$ cat src/design/fan_duty_hysteresis_controller_macros.svh
// ----------------------------------------------------------------------------
// Fan duty hysteresis controller: assertion macros
// Concurrent checks on the rising clock edge, muted during reset.
// ----------------------------------------------------------------------------
`ifndef FAN_DUTY_HYSTERESIS_CONTROLLER_MACROS_SVH
`define FAN_DUTY_HYSTERESIS_CONTROLLER_MACROS_SVH

// Same-cycle implication.
`define FDHC_ASSERT_IMPL(label, clk, rst_n, ante, cons, msg) \
    label: assert property (@(posedge clk) disable iff (!rst_n) (ante) |-> (cons)) \
        else $error(msg);

// Next-cycle implication.
`define FDHC_ASSERT_NEXT(label, clk, rst_n, ante, cons, msg) \
    label: assert property (@(posedge clk) disable iff (!rst_n) (ante) |=> (cons)) \
        else $error(msg);

`endif

$ cat src/design/fdhc_pkg.sv
// ----------------------------------------------------------------------------
// fdhc_pkg
// Shared types, register indexes and constants of the fan duty controller.
// ----------------------------------------------------------------------------
package fdhc_pkg;

    localparam int unsigned DUTY_W     = 8;
    localparam int unsigned TEMP_W     = 8;
    localparam int unsigned SPEED_W    = 16;
    localparam int unsigned PARAM_W    = 48;
    localparam int unsigned CFG_IDX_W  = 3;
    localparam int unsigned ENABLE_W   = 2;
    localparam int unsigned OUTQ_DEPTH = 4;

    localparam logic [DUTY_W-1:0] FULL_SPEED_RST = 8'd101;
    localparam logic [DUTY_W-1:0] STARTUP_RST    = 8'd50;

    // Configuration register indexes
    typedef enum logic [CFG_IDX_W-1:0] {
        CFG_SOC_PARAMS   = 3'd0,
        CFG_HDD_PARAMS   = 3'd1,
        CFG_AUX_PARAMS   = 3'd2,
        CFG_SENSOR_EN    = 3'd3,
        CFG_FULL_SPEED   = 3'd4,
        CFG_STARTUP_DUTY = 3'd5
    } t_cfg_idx;

    typedef enum logic [1:0] {
        MODE_OFF  = 2'd0,
        MODE_FULL = 2'd1,
        MODE_VAR  = 2'd2
    } t_mode;

    // Threshold set, setpoint in the low byte
    typedef struct packed {
        logic [DUTY_W-1:0] duty_inc;
        logic [DUTY_W-1:0] max_duty;
        logic [DUTY_W-1:0] min_duty;
        logic [TEMP_W-1:0] temp_band;
        logic [TEMP_W-1:0] max_temp;
        logic [TEMP_W-1:0] setpoint;
    } t_params;

    typedef struct packed {
        logic [DUTY_W-1:0] duty;
        t_mode             mode;
        logic              last;
    } t_result;

    function automatic t_mode mode_of(logic [DUTY_W-1:0] duty, logic [DUTY_W-1:0] full);
        t_mode m;
        if (duty == '0) begin
            m = MODE_OFF;
        end else if (duty == full) begin
            m = MODE_FULL;
        end else begin
            m = MODE_VAR;
        end
        return m;
    endfunction

endpackage

$ cat src/design/fdhc_cand.sv
// ----------------------------------------------------------------------------
// fdhc_cand
// Candidate duty of one sensor against its threshold set.
// ----------------------------------------------------------------------------
module fdhc_cand (
    input  logic [fdhc_pkg::TEMP_W-1:0] i_temp,
    input  logic                        i_stopped,
    input  fdhc_pkg::t_params           i_params,
    input  logic [fdhc_pkg::DUTY_W-1:0] i_duty,
    output logic [fdhc_pkg::DUTY_W-1:0] o_cand
);

    logic [fdhc_pkg::TEMP_W:0] upper;
    logic [fdhc_pkg::TEMP_W:0] temp_plus;
    logic [fdhc_pkg::DUTY_W:0] raised;
    logic                      hot;
    logic                      cold;

    assign upper     = {1'b0, i_params.setpoint} + {1'b0, i_params.temp_band};
    assign temp_plus = {1'b0, i_temp} + {1'b0, i_params.temp_band};
    assign hot       = {1'b0, i_temp} > upper;
    // t < setpoint - band, done without a sign bit
    assign cold      = temp_plus < {1'b0, i_params.setpoint};
    assign raised    = {1'b0, i_duty} + {1'b0, i_params.duty_inc};

    always_comb begin
        if (i_temp > i_params.max_temp) begin
            o_cand = i_params.max_duty;
        end else if (hot) begin
            if (i_stopped) begin
                o_cand = i_params.min_duty;
            end else if (i_duty < i_params.max_duty) begin
                o_cand = (raised > {1'b0, i_params.max_duty}) ? i_params.max_duty
                                                              : raised[fdhc_pkg::DUTY_W-1:0];
            end else begin
                o_cand = i_duty;
            end
        end else if (cold) begin
            if (i_stopped || (i_duty < i_params.duty_inc)) begin
                o_cand = '0;
            end else begin
                o_cand = i_duty - i_params.duty_inc;
            end
        end else begin
            o_cand = i_duty;
        end
    end

endmodule

$ cat src/design/fdhc_outq.sv
// ----------------------------------------------------------------------------
// fdhc_outq
// Result queue: takes up to two results a cycle, hands out one while the sink is ready.
// ----------------------------------------------------------------------------
`include "fan_duty_hysteresis_controller_macros.svh"

module fdhc_outq #(
    parameter int unsigned DEPTH = fdhc_pkg::OUTQ_DEPTH
) (
    input  logic              i_clk,
    input  logic              i_rst_n,
    input  logic [1:0]        i_push_cnt,
    input  fdhc_pkg::t_result i_push_a,
    input  fdhc_pkg::t_result i_push_b,
    output logic              o_room2,
    output logic              o_valid,
    input  logic              i_ready,
    output fdhc_pkg::t_result o_head
);

    localparam int unsigned AW = (DEPTH > 1) ? $clog2(DEPTH) : 1;
    localparam int unsigned CW = $clog2(DEPTH + 1);

    fdhc_pkg::t_result r_mem [DEPTH];
    logic [AW-1:0]     r_wr_ptr;
    logic [AW-1:0]     r_rd_ptr;
    logic [CW-1:0]     r_cnt;
    logic [AW-1:0]     n_wr_ptr;
    logic [AW-1:0]     wr_ptr_p1;
    logic [AW-1:0]     wr_ptr_p2;
    logic [AW-1:0]     rd_ptr_p1;
    logic [CW-1:0]     n_cnt;
    logic              pop;

    function automatic logic [AW-1:0] ptr_inc(logic [AW-1:0] p);
        return (p == AW'(DEPTH - 1)) ? '0 : p + AW'(1);
    endfunction

    assign wr_ptr_p1 = ptr_inc(r_wr_ptr);
    assign wr_ptr_p2 = ptr_inc(wr_ptr_p1);
    assign rd_ptr_p1 = ptr_inc(r_rd_ptr);
    assign pop       = o_valid && i_ready;
    assign o_valid   = (r_cnt != '0);
    assign o_room2   = (r_cnt <= CW'(DEPTH - 2));
    assign o_head    = r_mem[r_rd_ptr];

    always_comb begin
        case (i_push_cnt)
            2'd1:    n_wr_ptr = wr_ptr_p1;
            2'd2:    n_wr_ptr = wr_ptr_p2;
            default: n_wr_ptr = r_wr_ptr;
        endcase
        n_cnt = r_cnt + CW'(i_push_cnt) - CW'(pop);
    end

    always_ff @(posedge i_clk) begin
        if (!i_rst_n) begin
            r_wr_ptr <= '0;
            r_rd_ptr <= '0;
            r_cnt    <= '0;
        end else begin
            r_wr_ptr <= n_wr_ptr;
            r_cnt    <= n_cnt;
            if (pop) begin
                r_rd_ptr <= rd_ptr_p1;
            end
        end
    end

    always_ff @(posedge i_clk) begin
        if (i_push_cnt != 2'd0) begin
            r_mem[r_wr_ptr] <= i_push_a;
        end
        if (i_push_cnt == 2'd2) begin
            r_mem[wr_ptr_p1] <= i_push_b;
        end
    end

    `FDHC_ASSERT_IMPL(a_cnt_bound, i_clk, i_rst_n, 1'b1, r_cnt <= CW'(DEPTH), "queue count over depth")
    `FDHC_ASSERT_IMPL(a_no_overflow, i_clk, i_rst_n, i_push_cnt != 2'd0, o_room2, "push without room")
    `FDHC_ASSERT_NEXT(a_drain, i_clk, i_rst_n, pop && (r_cnt == CW'(1)) && (i_push_cnt == 2'd0), !o_valid, "valid held after last result taken")

endmodule

$ cat src/design/fan_duty_hysteresis_controller.sv
// ----------------------------------------------------------------------------
// fan_duty_hysteresis_controller
// Hysteresis fan speed control over a chip, a disk and an auxiliary sensor.
// ----------------------------------------------------------------------------
// Each request on the slave stream carries three temperatures and a tach
// reading. It is held in an input register; once the result queue has room
// for two, the three candidate duties, their maximum and the compare against
// the current duty are worked out in one pass and zero, one or two results
// go into a small result queue, while the current duty register moves to the
// new value. A request that changes nothing gives no result. A request that
// spins up a stopped fan gives two: the startup kick (tlast low) and the
// final duty (tlast high). With a free-running master side one request is
// taken every cycle as long as each gives at most one result; the result
// port sends one result a cycle, so kicks can fill the queue and stall the
// slave stream. Configuration writes are taken at once (o_cfg_ready is
// always high) and are meant to happen only while no request is in flight.
// ----------------------------------------------------------------------------
module fan_duty_hysteresis_controller #(
    parameter int unsigned OUTQ_DEPTH = fdhc_pkg::OUTQ_DEPTH
) (
    input  logic                           i_clk,
    input  logic                           i_rst_n,
    // config write channel
    input  logic                           i_cfg_valid,
    output logic                           o_cfg_ready,
    input  logic [fdhc_pkg::CFG_IDX_W-1:0] i_cfg_index,
    input  logic [fdhc_pkg::PARAM_W-1:0]   i_cfg_data,
    // slave stream
    input  logic                           s_axis_tvalid,
    output logic                           s_axis_tready,
    // [7:0] chip temp, [15:8] disk temp, [23:16] aux temp, [39:24] tach count
    input  logic [39:0]                    s_axis_tdata,
    // master stream
    output logic                           m_axis_tvalid,
    input  logic                           m_axis_tready,
    // [7:0] duty
    output logic [7:0]                     m_axis_tdata,
    // [1:0] fan_mode
    output logic [1:0]                     m_axis_tuser,
    output logic                           m_axis_tlast
);

    localparam int unsigned DW = fdhc_pkg::DUTY_W;
    localparam int unsigned TW = fdhc_pkg::TEMP_W;

    // config registers
    fdhc_pkg::t_params                    r_soc_params;
    fdhc_pkg::t_params                    r_hdd_params;
    fdhc_pkg::t_params                    r_aux_params;
    logic [fdhc_pkg::ENABLE_W-1:0]        r_sensor_en;
    logic [DW-1:0]                        r_full_duty;
    logic [DW-1:0]                        r_startup_duty;

    // input register
    logic                                 r_in_vld;
    logic [TW-1:0]                        r_chip_t;
    logic [TW-1:0]                        r_disk_t;
    logic [TW-1:0]                        r_aux_temp;
    logic [fdhc_pkg::SPEED_W-1:0]         r_tach;

    logic [DW-1:0]                        r_cur_duty;

    logic                                 cfg_wr;
    logic                                 in_acc;
    logic                                 fire;
    logic                                 stopped;
    logic [DW-1:0]                        cand_soc;
    logic [DW-1:0]                        cand_hdd_raw;
    logic [DW-1:0]                        cand_aux_raw;
    logic [DW-1:0]                        cand_hdd;
    logic [DW-1:0]                        cand_aux;
    logic [DW-1:0]                        max_sh;
    logic [DW-1:0]                        new_duty;
    logic                                 changed;
    logic                                 kick;
    logic [1:0]                           push_cnt;
    fdhc_pkg::t_result                    res_kick;
    fdhc_pkg::t_result                    res_final;
    fdhc_pkg::t_result                    push_a;
    fdhc_pkg::t_result                    q_head;
    logic                                 q_room2;

    // ---------------- configuration ----------------
    assign o_cfg_ready = 1'b1;
    assign cfg_wr      = i_cfg_valid && o_cfg_ready;

    always_ff @(posedge i_clk) begin
        if (!i_rst_n) begin
            r_soc_params   <= '0;
            r_hdd_params   <= '0;
            r_aux_params   <= '0;
            r_sensor_en    <= '0;
            r_full_duty    <= fdhc_pkg::FULL_SPEED_RST;
            r_startup_duty <= fdhc_pkg::STARTUP_RST;
        end else if (cfg_wr) begin
            unique case (fdhc_pkg::t_cfg_idx'(i_cfg_index))
                fdhc_pkg::CFG_SOC_PARAMS:   r_soc_params   <= fdhc_pkg::t_params'(i_cfg_data);
                fdhc_pkg::CFG_HDD_PARAMS:   r_hdd_params   <= fdhc_pkg::t_params'(i_cfg_data);
                fdhc_pkg::CFG_AUX_PARAMS:   r_aux_params   <= fdhc_pkg::t_params'(i_cfg_data);
                fdhc_pkg::CFG_SENSOR_EN:    r_sensor_en    <= i_cfg_data[fdhc_pkg::ENABLE_W-1:0];
                fdhc_pkg::CFG_FULL_SPEED:   r_full_duty    <= i_cfg_data[DW-1:0];
                fdhc_pkg::CFG_STARTUP_DUTY: r_startup_duty <= i_cfg_data[DW-1:0];
                default: ;  // indexes past the list are dropped
            endcase
        end
    end

    // ---------------- input register ----------------
    // The held request is consumed whenever the queue has room for two.
    assign fire          = r_in_vld && q_room2;
    assign s_axis_tready = !r_in_vld || fire;
    assign in_acc        = s_axis_tvalid && s_axis_tready;

    always_ff @(posedge i_clk) begin
        if (!i_rst_n) begin
            r_in_vld <= 1'b0;
        end else if (in_acc) begin
            r_in_vld <= 1'b1;
        end else if (fire) begin
            r_in_vld <= 1'b0;
        end
    end

    always_ff @(posedge i_clk) begin
        if (in_acc) begin
            r_chip_t   <= s_axis_tdata[7:0];
            r_disk_t   <= s_axis_tdata[15:8];
            r_aux_temp <= s_axis_tdata[23:16];
            r_tach     <= s_axis_tdata[39:24];
        end
    end

    // ---------------- duty decision ----------------
    assign stopped = (r_tach == '0);

    fdhc_cand u_cand_soc (
        .i_temp    (r_chip_t),
        .i_stopped (stopped),
        .i_params  (r_soc_params),
        .i_duty    (r_cur_duty),
        .o_cand    (cand_soc)
    );

    fdhc_cand u_cand_hdd (
        .i_temp    (r_disk_t),
        .i_stopped (stopped),
        .i_params  (r_hdd_params),
        .i_duty    (r_cur_duty),
        .o_cand    (cand_hdd_raw)
    );

    fdhc_cand u_cand_aux (
        .i_temp    (r_aux_temp),
        .i_stopped (stopped),
        .i_params  (r_aux_params),
        .i_duty    (r_cur_duty),
        .o_cand    (cand_aux_raw)
    );

    // absent sensors vote zero
    assign cand_hdd = r_sensor_en[0] ? cand_hdd_raw : '0;
    assign cand_aux = r_sensor_en[1] ? cand_aux_raw : '0;
    assign max_sh   = (cand_soc > cand_hdd) ? cand_soc : cand_hdd;
    assign new_duty = (cand_aux > max_sh) ? cand_aux : max_sh;

    assign changed  = (new_duty != r_cur_duty);
    assign kick     = stopped && (new_duty > r_cur_duty);

    assign res_kick.duty  = r_startup_duty;
    assign res_kick.mode  = fdhc_pkg::mode_of(r_startup_duty, r_full_duty);
    assign res_kick.last  = 1'b0;
    assign res_final.duty = new_duty;
    assign res_final.mode = fdhc_pkg::mode_of(new_duty, r_full_duty);
    assign res_final.last = 1'b1;

    always_comb begin
        push_cnt = 2'd0;
        if (fire && changed) begin
            push_cnt = kick ? 2'd2 : 2'd1;
        end
    end

    // kick goes first when present
    assign push_a = kick ? res_kick : res_final;

    always_ff @(posedge i_clk) begin
        if (!i_rst_n) begin
            r_cur_duty <= '0;
        end else if (fire) begin
            r_cur_duty <= new_duty;
        end
    end

    // ---------------- result queue ----------------
    fdhc_outq #(
        .DEPTH (OUTQ_DEPTH)
    ) u_outq (
        .i_clk      (i_clk),
        .i_rst_n    (i_rst_n),
        .i_push_cnt (push_cnt),
        .i_push_a   (push_a),
        .i_push_b   (res_final),
        .o_room2    (q_room2),
        .o_valid    (m_axis_tvalid),
        .i_ready    (m_axis_tready),
        .o_head     (q_head)
    );

    assign m_axis_tdata = q_head.duty;
    assign m_axis_tuser = q_head.mode;
    assign m_axis_tlast = q_head.last;

endmodule
$ cat config.mk
export PLATFORM = sky130hd
export DESIGN_NAME = fan_duty_hysteresis_controller
export DESIGN_NICKNAME = d
export VERILOG_FILES = /design/src/design/fdhc_pkg.sv /design/src/design/fdhc_cand.sv /design/src/design/fdhc_outq.sv /design/src/design/fan_duty_hysteresis_controller.sv
export VERILOG_INCLUDE_DIRS = /design/src /design/src/design
export SDC_FILE = /design/constraint.sdc
export NUM_CORES = 1
export LEC_CHECK = 0
export ABC_AREA = 1
export BUFFER_PORTS_ARGS = -buffer_cell sky130_fd_sc_hd__buf_2
export CAP_MARGIN = 25
export CORE_AREA = 2 2 197 199
export CTS_CLUSTER_DIAMETER = 40
export DETAILED_ROUTE_END_ITERATION = 16
export DIE_AREA = 0 0 199 201
export PLACE_DENSITY = 0.75
export SYNTH_ARGS = -nofsm -noshare
export SYNTH_HDL_FRONTEND = slang
export SYNTH_HIERARCHICAL = 1
export SYNTH_SLANG_ARGS = --single-unit
$ cat constraint.sdc
create_clock -name i_clk -period 8.3 [get_ports i_clk]
set_clock_uncertainty 0.05 [all_clocks]
set_input_delay 0.415 -clock i_clk [delete_from_list [all_inputs] [get_ports i_clk]]
set_output_delay 0.415 -clock i_clk [all_outputs]
set_load 0.1 [all_outputs]
==> flow_metrics.env, run 1 <==
export IMPL_dr_pass1_iters=6
export IMPL_cp_arrival_ps=8090
export IMPL_antenna_found_initial=7
export IMPL_synth_cells=2865
export IMPL_tightest_slew_ps=847
export IMPL_grt_max_degree=102
export IMPL_reg2reg_from="r_hdd_params[0]"
export IMPL_path_clk_slew_ps=60
export IMPL_cp_end_kind="register"
export IMPL_drtIter0Drc=1649
export IMPL_syn_area_um2=20700
export IMPL_routed_wl_um=63500
export IMPL_max_freq_mhz=127
export IMPL_hpwl_um=47300
export IMPL_fin_nets=3384
export IMPL_hold_class="in -> reg"
export IMPL_p_seq_share_pct=18.3
export IMPL_coreArea_um2=38100
export IMPL_final_cells=3586
export IMPL_yosysMostFrequentCell="nand2_1"
export IMPL_setup_viol=0
export IMPL_p_switching_w=0.00478
export IMPL_critPathMaxStageDelay_ps=360
export IMPL_insertion_delay_ps=590
export IMPL_p_int_w=0.00476
export IMPL_post_route_drc_count=0
export IMPL_power_leakage_nw=11.9
export IMPL_clock_root_buffer="clkbuf_16"
export IMPL_ys_ff_latch=264
export IMPL_drive_gt1_share_pct=15.1
export IMPL_fin_setup_tns_ps=0
export IMPL_via_per_inst=5.55
export IMPL_die_area_um2=40000
export IMPL_required_ps=8520
export IMPL_globalRouteMet3Util_pct=5.46
export IMPL_synth_common_cells="501 x nand2_1, 458 x nor2_1, 351 x inv_1, 247 x ha_1, 198 x o21ai_0"
export IMPL_total_power_w=0.00954
export IMPL_r2r_setup_slack_ps=430
export IMPL_io_pins=110
export IMPL_wire_per_inst_um=17.7
export IMPL_fin_crit_sh_pct=94.8
export IMPL_ant_nets=0
export IMPL_numCtsBuffers=46
export IMPL_ir_drop_uv=279
export IMPL_io_buffers=108
export IMPL_max_cap_viol_count=0
export IMPL_yosys_warnings=6
export IMPL_synth_edf_count=84
export IMPL_grt_pass1_wl_um=99200
export IMPL_final_util_pct=63.2
export IMPL_period_minus_slack_ps=7870
export IMPL_hold_viol=0
export IMPL_initial_core_util_pct=54.2
export IMPL_synth_seq_area_share_pct=29.6
export IMPL_clockPowerShare_pct=20.5
export IMPL_outcome="finished clean"
export IMPL_die_height_um=201
export IMPL_synthToLayoutAreaGrowth_pct=16.6
export IMPL_grt_busiest_layer="met2"
export IMPL_grt_pass1_vias=19090
export IMPL_ctsLongestPathBuffers=3
export IMPL_swShare_pct=50.1
export IMPL_crit_top_cell="nand2_1"
export IMPL_cts_num_sinks=264
export IMPL_startpoint_type="register"
export IMPL_grt_total_usage_pct=31.4
export IMPL_slew_headroom_pct=43.6
export IMPL_overflow=0
export IMPL_min_delay_start="i_cfg_data[34]"
export IMPL_synth_avg_cell_area_um2=7.22
export IMPL_use_met1_pct=41.3
export IMPL_synthTopCellsByArea="dfxtp_1 17%, ha_1 15%, edfxtp_1 12%"
export IMPL_yosysTopAreaCell="dfxtp_1"
export IMPL_dpl_cell_count=3437
export IMPL_core_rowCount=72
export IMPL_netlist_cell_type_count=65
export IMPL_slowest_stage="fa_2"
export IMPL_cts_tree="yes"
export IMPL_use_met2_pct=50.6
export IMPL_via_count=19900
export IMPL_async_reset_ff_share_pct=0
export IMPL_ys_flop_type="dfxtp_1"
export IMPL_fp_dieW_um=199
export IMPL_p_comb_share_pct=61.2
export IMPL_gp_congestion=0.998
export IMPL_htree_levels=2
export IMPL_drv_slew=0
export IMPL_crit_start="r_hdd_params[0]"
export IMPL_power_density_nw_per_um2=396
export IMPL_synth_top_cell_area_share_pct=17.4
export IMPL_path_class="reg -> reg"
export IMPL_path_max_fanout=9
## per-layer routing
layer  up-vias  share of wire [%]  wire, um
li1       9713                  -         -
met1      9243                 43     27300
met2       772                 45     28700
met3       162                7.5      4740
met4        10                4.2      2640
met5         -               0.11        69
## layout by cell type (no fill, tap or decap), types with 8 or more instances in the layout
cell	instances
ha_1	237
nand2_1	498
clkbuf_16	49
inv_2	25
nand3_1	188
buf_4	50
o211ai_1	13
fa_1	11
nand3_2	16
clkinv_1	8
xor2_1	38
buf_2	108
o21a_1	9
o21ai_1	50
xnor2_1	21
o21ai_2	24
nor2_1	448
dfxtp_1	174
o21bai_1	8
dlygate4sd3_1	40
nor2_4	10
nand2_4	11
nand2_2	41
nor2_2	15
edfxtp_1	84
o21ai_0	186
o22ai_1	11
a21oi_1	140
a21oi_2	14
a21o_1	11
inv_1	351
nand4_1	36
## final timing paths
kind | cells past startpoint | end
worst max-delay path | 48 | u_outq/r_mem[1][4]
worst min-delay path | 3 | r_aux_params[34]
worst max register to register | 48 | u_outq/r_mem[1][4]
worst min register to register | 2 | r_soc_params[29]
## metrics by stage
stage / hold slack, ps / worst slack, ps / area (um2)
after global placement: 446 / 372 / 21600
after detailed placement: 449 / 235 / 21600
after floorplan: 416 / 440 / 20700
final: 58.1 / 431 / 24100
after global routing: 53.2 / -1.71 / 24100
after CTS: 37.8 / 154 / 23700
## cell families (layout without fill, tap and decap cells)
logic type	count (synthesis)	after routing	synth area share [%]
flops	264	264	29.6
compound gates	491	491	13.8
xor+xnor	61	61	2.58
buf+inv	478	676	9.62
simple gates	1310	1312	28.1
other cells	1	4	0.0181
fa+ha+maj	260	260	16.2
## worst max-delay path, delay by kind of cell, from the launching register on
kind / cells / cell delay [ps]
DFF: 1 / 350
and+or+nand+nor: 25 / 3020
xor gates and xnor gates: 1 / 160
adders and majority gates: 7 / 2000
AOI/OAI and AO/OA: 7 / 990
buffers and inverters: 8 / 960
## state kept, by name, summed over array words and instances, names as in the netlist, named ones only
signal / cells
r_aux_params: 48
r_hdd_params: 48
r_soc_params: 48
u_outq/r_mem: 44
r_tach: 16
r_aux_temp: 8
r_chip_t: 8
r_cur_duty: 8
r_disk_t: 8
r_full_duty: 8
r_startup_duty: 8
u_outq/r_cnt: 3
r_sensor_en: 2
u_outq/r_rd_ptr: 2
u_outq/r_wr_ptr: 2
r_in_vld: 1
## layout make-up
type                       instances  area, um2
sequential                       264       6130
timing repair buffer             205       1420
antenna                            2       5.00
multi-input combinational       2126      12800
clock buffer                      57       1290
fill                            3341      14000
inverter                         385       1470
tap                              518        648
clock inverter                    29        333
## power groups by stage
stage               Combinational, W  Sequential [W]  Clock [W]
global placement             0.00524         0.00177          0
floorplan                    0.00410         0.00174          0
detailed placement           0.00535         0.00177          0
finish                       0.00584         0.00175    0.00195
CTS                          0.00540         0.00174    0.00197
global route                 0.00649         0.00176    0.00203
## repair_timing
item / 4_1_cts / 5_1_grt
hold buffers: 40 / 0
endpoints found under the setup margin: 0 / 92
resized for setup: 0 / 79
endpoints found under the hold margin: 40 / 0
setup buffers: 0 / 16
(Power assumes the default switching activity.)
==> inputs of run 2 (changes only) <==
RECOVER_POWER = 100   (was default)
==> flow_metrics.env, run 2 (same netlist as run 1, synthesis figures left out) <==
export IMPL_crit_start="r_hdd_params[0]"
export IMPL_reg2regPathDepth=48
export IMPL_drive_gt1_share_pct=14.1
export IMPL_tightest_slew_ps=2560
export IMPL_io_pins=110
export IMPL_power_density_nw_per_um2=394
export IMPL_path_class="reg -> reg"
export IMPL_ctsLongestPathBuffers=3
export IMPL_ir_drop_uv=280
export IMPL_period_minus_slack_ps=7860
export IMPL_slowest_stage="fa_2"
export IMPL_post_route_drc_count=0
export IMPL_reg2reg_from="r_hdd_params[0]"
export IMPL_multiInputGateArea_um2=12800
export IMPL_fp_dieW_um=199
export IMPL_grt_total_usage_pct=31.4
export IMPL_top_regs="r_aux_params x48, r_hdd_params x48, r_soc_params x48"
export IMPL_hold_class="in -> reg"
export IMPL_antenna_found_initial=7
export IMPL_die_area_um2=40000
export IMPL_required_ps=8500
export IMPL_drv_slew=240
export IMPL_layout_common_cells="499 x nand2_1, 449 x nor2_1, 351 x inv_1"
export IMPL_cts_num_sinks=264
export IMPL_fin_area_um2=24000
export IMPL_die_height_um=201
export IMPL_grt_pass1_wl_um=99200
export IMPL_postPlaceCellArea_um2=21600
export IMPL_gp_congestion=0.998
export IMPL_wire_per_inst_um=17.7
export IMPL_drtIter0Drc=1748
export IMPL_dp_slack_ps=235
export IMPL_grt_max_degree=102
export IMPL_fin_nets=3384
export IMPL_slew_headroom_pct=-70.3
export IMPL_ant_nets=0
export IMPL_fillCellCount=3375
export IMPL_via_count=19918
export IMPL_outcome="finished, violations left"
export IMPL_cts_tree="yes"
export IMPL_power_leakage_nw=11.9
export IMPL_crit_top_cell="nand2_1"
export IMPL_cp_arrival_ps=8070
export IMPL_r2r_setup_slack_ps=440
export IMPL_final_common_cell="nand2_1"
export IMPL_max_cap_viol_count=5
export IMPL_startpoint_type="register"
export IMPL_hpwl_um=47300
export IMPL_dr_pass1_iters=6
export IMPL_layout_setup_ws_ps=437
export IMPL_clock_root_buffer="clkbuf_16"
export IMPL_core_rowCount=72
export IMPL_max_freq_mhz=127
export IMPL_synthToLayoutAreaGrowth_pct=16.1
export IMPL_htree_levels=2
export IMPL_routed_wl_um=63400
export IMPL_insertion_delay_ps=590
export IMPL_path_clk_slew_ps=60
export IMPL_cp_endpoint="u_outq/r_mem[0][8]"
export IMPL_grt_pass1_vias=19090
export IMPL_fin_crit_sh_pct=94.7
export IMPL_critPathMaxStageDelay_ps=370
export IMPL_cp_end_kind="register"
export IMPL_fin_setup_tns_ps=0
export IMPL_initial_core_util_pct=54.2
export IMPL_path_max_fanout=9
export IMPL_numCtsBuffers=46
export IMPL_register_area_um2=6130
export IMPL_failed_checks="max-capacitance violations, max-slew violations"
export IMPL_whs_ps=59.1
export IMPL_io_buffers=108
export IMPL_final_util_pct=63.0
export IMPL_reg2reg_to="u_outq/r_mem[0][8]"
export IMPL_overflow=0
export IMPL_setup_viol=0
export IMPL_via_per_inst=5.55
export IMPL_hold_viol=0
export IMPL_coreArea_um2=38100
run 2: cell types whose count changed in the layout (fill, tap and decap cells not counted), sizes merged:
cell	change
buf	-23
clkbuf	+23
run 2: where the power goes:
part / internal, W / switching (W)
sequential: 0.00164 / 0.000116
combinational: 0.00186 / 0.00389
clock: 0.00122 / 0.000728
run 2: per-stage QoR:
stage	power (W)	std cells
after floorplan	0.00584	2866
after global placement	0.00701	3437
after detailed placement	0.00712	3437
after CTS	0.00912	3563
after global routing	0.0102	3584
final	0.00945	3586
run 2: layer usage:
layer  vias up  track usage, %  share of wire, %
met3       155            5.46               7.2
met2       749            50.6                45
met5         -               0              0.11
met1      9290            41.3                43
met4        10            13.6               4.1
li1       9714               -                 -
run 2: area by class of cell:
class,count,area share (%)
clock inverters,29,1.39
well taps,518,2.70
clock buffers,57,5.36
repair buffers,205,5.62
multi-input cells,2126,53.3
flip-flops and latches,264,25.5
diodes,2,0.0208
inverters,385,6.11
run 2: worst min path at each step:
stage	start	to	slack [ps]	depth (start not counted)
global route	i_cfg_data[36]	r_aux_params[36]	50	3
global placement	r_hdd_params[15]	r_hdd_params[15]	450	2
floorplan	r_soc_params[28]	r_soc_params[28]	420	2
detailed placement	r_soc_params[29]	r_soc_params[29]	450	2
finish	i_cfg_data[36]	r_aux_params[36]	60	3
CTS	i_cfg_data[36]	r_aux_params[36]	40	3
run 2: repair_timing:
action	4_1_cts	5_1_grt
buffers inserted	0	16
hold endpoints to repair	40	0
endpoints found under the setup margin	0	92
hold buffers	40	0
gates resized for setup	0	79
run 2: worst max-delay path, delay by kind of cell (launching register included):
family	cells	cell delay, ps
xor+xnor	1	170
compound gates	7	950
buf+inv	8	980
flops	1	360
fa+ha+maj	7	2010
simple gates	25	2980
==> inputs of run 3 (changes only) <==
==> constraint.sdc (replaced) <==
create_clock -name i_clk -period 8.3 [get_ports i_clk]
set_clock_uncertainty 0.05 [all_clocks]
set_input_delay 0.83 -clock i_clk [delete_from_list [all_inputs] [get_ports i_clk]]
set_output_delay 0.83 -clock i_clk [all_outputs]
set_load 0.1 [all_outputs]
==> flow_metrics.env, run 3 (same netlist as run 1, synthesis figures left out) <==
export IMPL_outcome="finished, violations left"
export IMPL_failed_checks="max-capacitance violations, max-slew violations"
export IMPL_drtIter0Drc=1630
export IMPL_drive_gt1_share_pct=14.2
export IMPL_overflow=0
export IMPL_fin_area_um2=23600
export IMPL_post_route_drc_count=0
export IMPL_cp_arrival_ps=8280
export IMPL_p_comb_share_pct=61.1
export IMPL_fillCellCount=3414
export IMPL_fin_nets=3343
export IMPL_startpoint_type="register"
export IMPL_register_area_um2=6130
export IMPL_multiInputGateArea_um2=12800
export IMPL_die_height_um=201
export IMPL_coreArea_um2=38100
export IMPL_postPlaceCellArea_um2=21600
export IMPL_core_rowCount=72
export IMPL_ctsLongestPathBuffers=3
export IMPL_hold_depth=1
export IMPL_cts_tree="yes"
export IMPL_hold_class="in -> reg"
export IMPL_setup_viol=0
export IMPL_period_minus_slack_ps=7840
export IMPL_hold_viol=0
export IMPL_grt_pass1_wl_um=98000
export IMPL_power_density_nw_per_um2=402
export IMPL_path_class="reg -> reg"
export IMPL_numCtsBuffers=46
export IMPL_path_clk_slew_ps=60
export IMPL_synthToLayoutAreaGrowth_pct=14.4
export IMPL_path_max_fanout=9
export IMPL_io_pins=110
export IMPL_p_switching_w=0.00478
export IMPL_fin_crit_sh_pct=94.5
export IMPL_hpwl_um=47300
export IMPL_clock_root_buffer="clkbuf_16"
export IMPL_top_regs="r_aux_params x48, r_hdd_params x48, r_soc_params x48"
export IMPL_swShare_pct=50.2
export IMPL_via_count=19586
export IMPL_initial_core_util_pct=54.2
export IMPL_max_cap_viol_count=5
export IMPL_wire_per_inst_um=17.6
export IMPL_r2r_setup_slack_ps=460
export IMPL_ant_nets=0
export IMPL_io_buffers=108
export IMPL_clockPowerShare_pct=20.5
export IMPL_layout_common_cells="498 x nand2_1, 453 x nor2_1, 350 x inv_1"
export IMPL_fp_dieW_um=199
export IMPL_grt_total_usage_pct=31.0
export IMPL_grt_pass1_vias=18821
export IMPL_die_area_um2=40000
export IMPL_hold_buffers=0
export IMPL_p_int_w=0.00474
export IMPL_critPathMaxStageDelay_ps=420
export IMPL_fin_setup_tns_ps=0
export IMPL_via_per_inst=5.52
export IMPL_insertion_delay_ps=590
export IMPL_reg2regPathDepth=50
export IMPL_crit_top_cell="nand2_1"
export IMPL_dr_pass1_iters=6
export IMPL_antenna_found_initial=7
export IMPL_cts_num_sinks=264
export IMPL_htree_levels=2
export IMPL_total_power_w=0.00952
export IMPL_gp_congestion=0.998
export IMPL_cp_end_kind="register"
export IMPL_p_seq_share_pct=18.4
export IMPL_ir_drop_uv=280
export IMPL_whs_ps=361
export IMPL_drv_slew=240
export IMPL_tightest_slew_ps=2530
export IMPL_routed_wl_um=62400
export IMPL_final_util_pct=62.1
export IMPL_final_common_cell="nand2_1"
export IMPL_max_freq_mhz=128
export IMPL_slew_headroom_pct=-68.8
export IMPL_required_ps=8740
export IMPL_grt_max_degree=102
export IMPL_slowest_stage="edfxtp_1"
export IMPL_power_leakage_nw=11.7
run 3: layout make-up:
type	instances	area share, %
multi-input cells	2125	54.1
inverters	385	6.20
well taps	518	2.74
diodes	2	0.0212
clock inverters	29	1.41
clock buffers	57	5.44
repair buffers	165	4.18
flip-flops and latches	264	25.9
run 3: metrics by stage:
stage | cells | setup slack [ps]
finish | 3545 | 460
global route | 3543 | -46.7
CTS | 3523 | 154
detailed placement | 3437 | 235
global placement | 3437 | 372
floorplan | 2866 | 440
run 3: metal layers:
layer / share of wire [%] / wire [um] / up-vias / track usage [%]
li1: - / - / 9637 / -
met1: 43 / 27200 / 9105 / 41.2
met2: 45 / 28400 / 683 / 49.7
met3: 6.9 / 4320 / 151 / 5.38
met4: 4.0 / 2520 / 10 / 13.0
met5: 0.11 / 69 / - / 0
run 3: power by group through the flow:
stage                     Clock [W]  Sequential [W]  Combinational [W]
final                       0.00195         0.00175            0.00582
after floorplan                   0         0.00174            0.00410
after detailed placement          0         0.00177            0.00535
after global placement            0         0.00177            0.00524
after global routing        0.00203         0.00176            0.00648
after CTS                   0.00197         0.00174            0.00538
run 3: worst max-delay path, delay by kind of cell, from the launching register on:
family	cells	cell delay, ps
buffers and inverters	8	870
xor gates and xnor gates	1	150
and+or+nand+nor	26	2770
AOI/OAI and AO/OA	7	960
adders and majority gates	8	2530
DFF	1	420
run 3: repair_timing:
action / in CTS / in global routing
setup endpoints to repair: 0 / 92
gates resized for setup: 0 / 81
buffers inserted: 0 / 15
run 3: worst paths after layout:
path | start | to
worst max-delay path | r_disk_t[0] | u_outq/r_cnt[1]
worst min register to register | r_soc_params[29] | r_soc_params[29]
worst min-delay path | s_axis_tdata[11] | r_disk_t[3]
worst max register to register | r_disk_t[0] | u_outq/r_cnt[1]
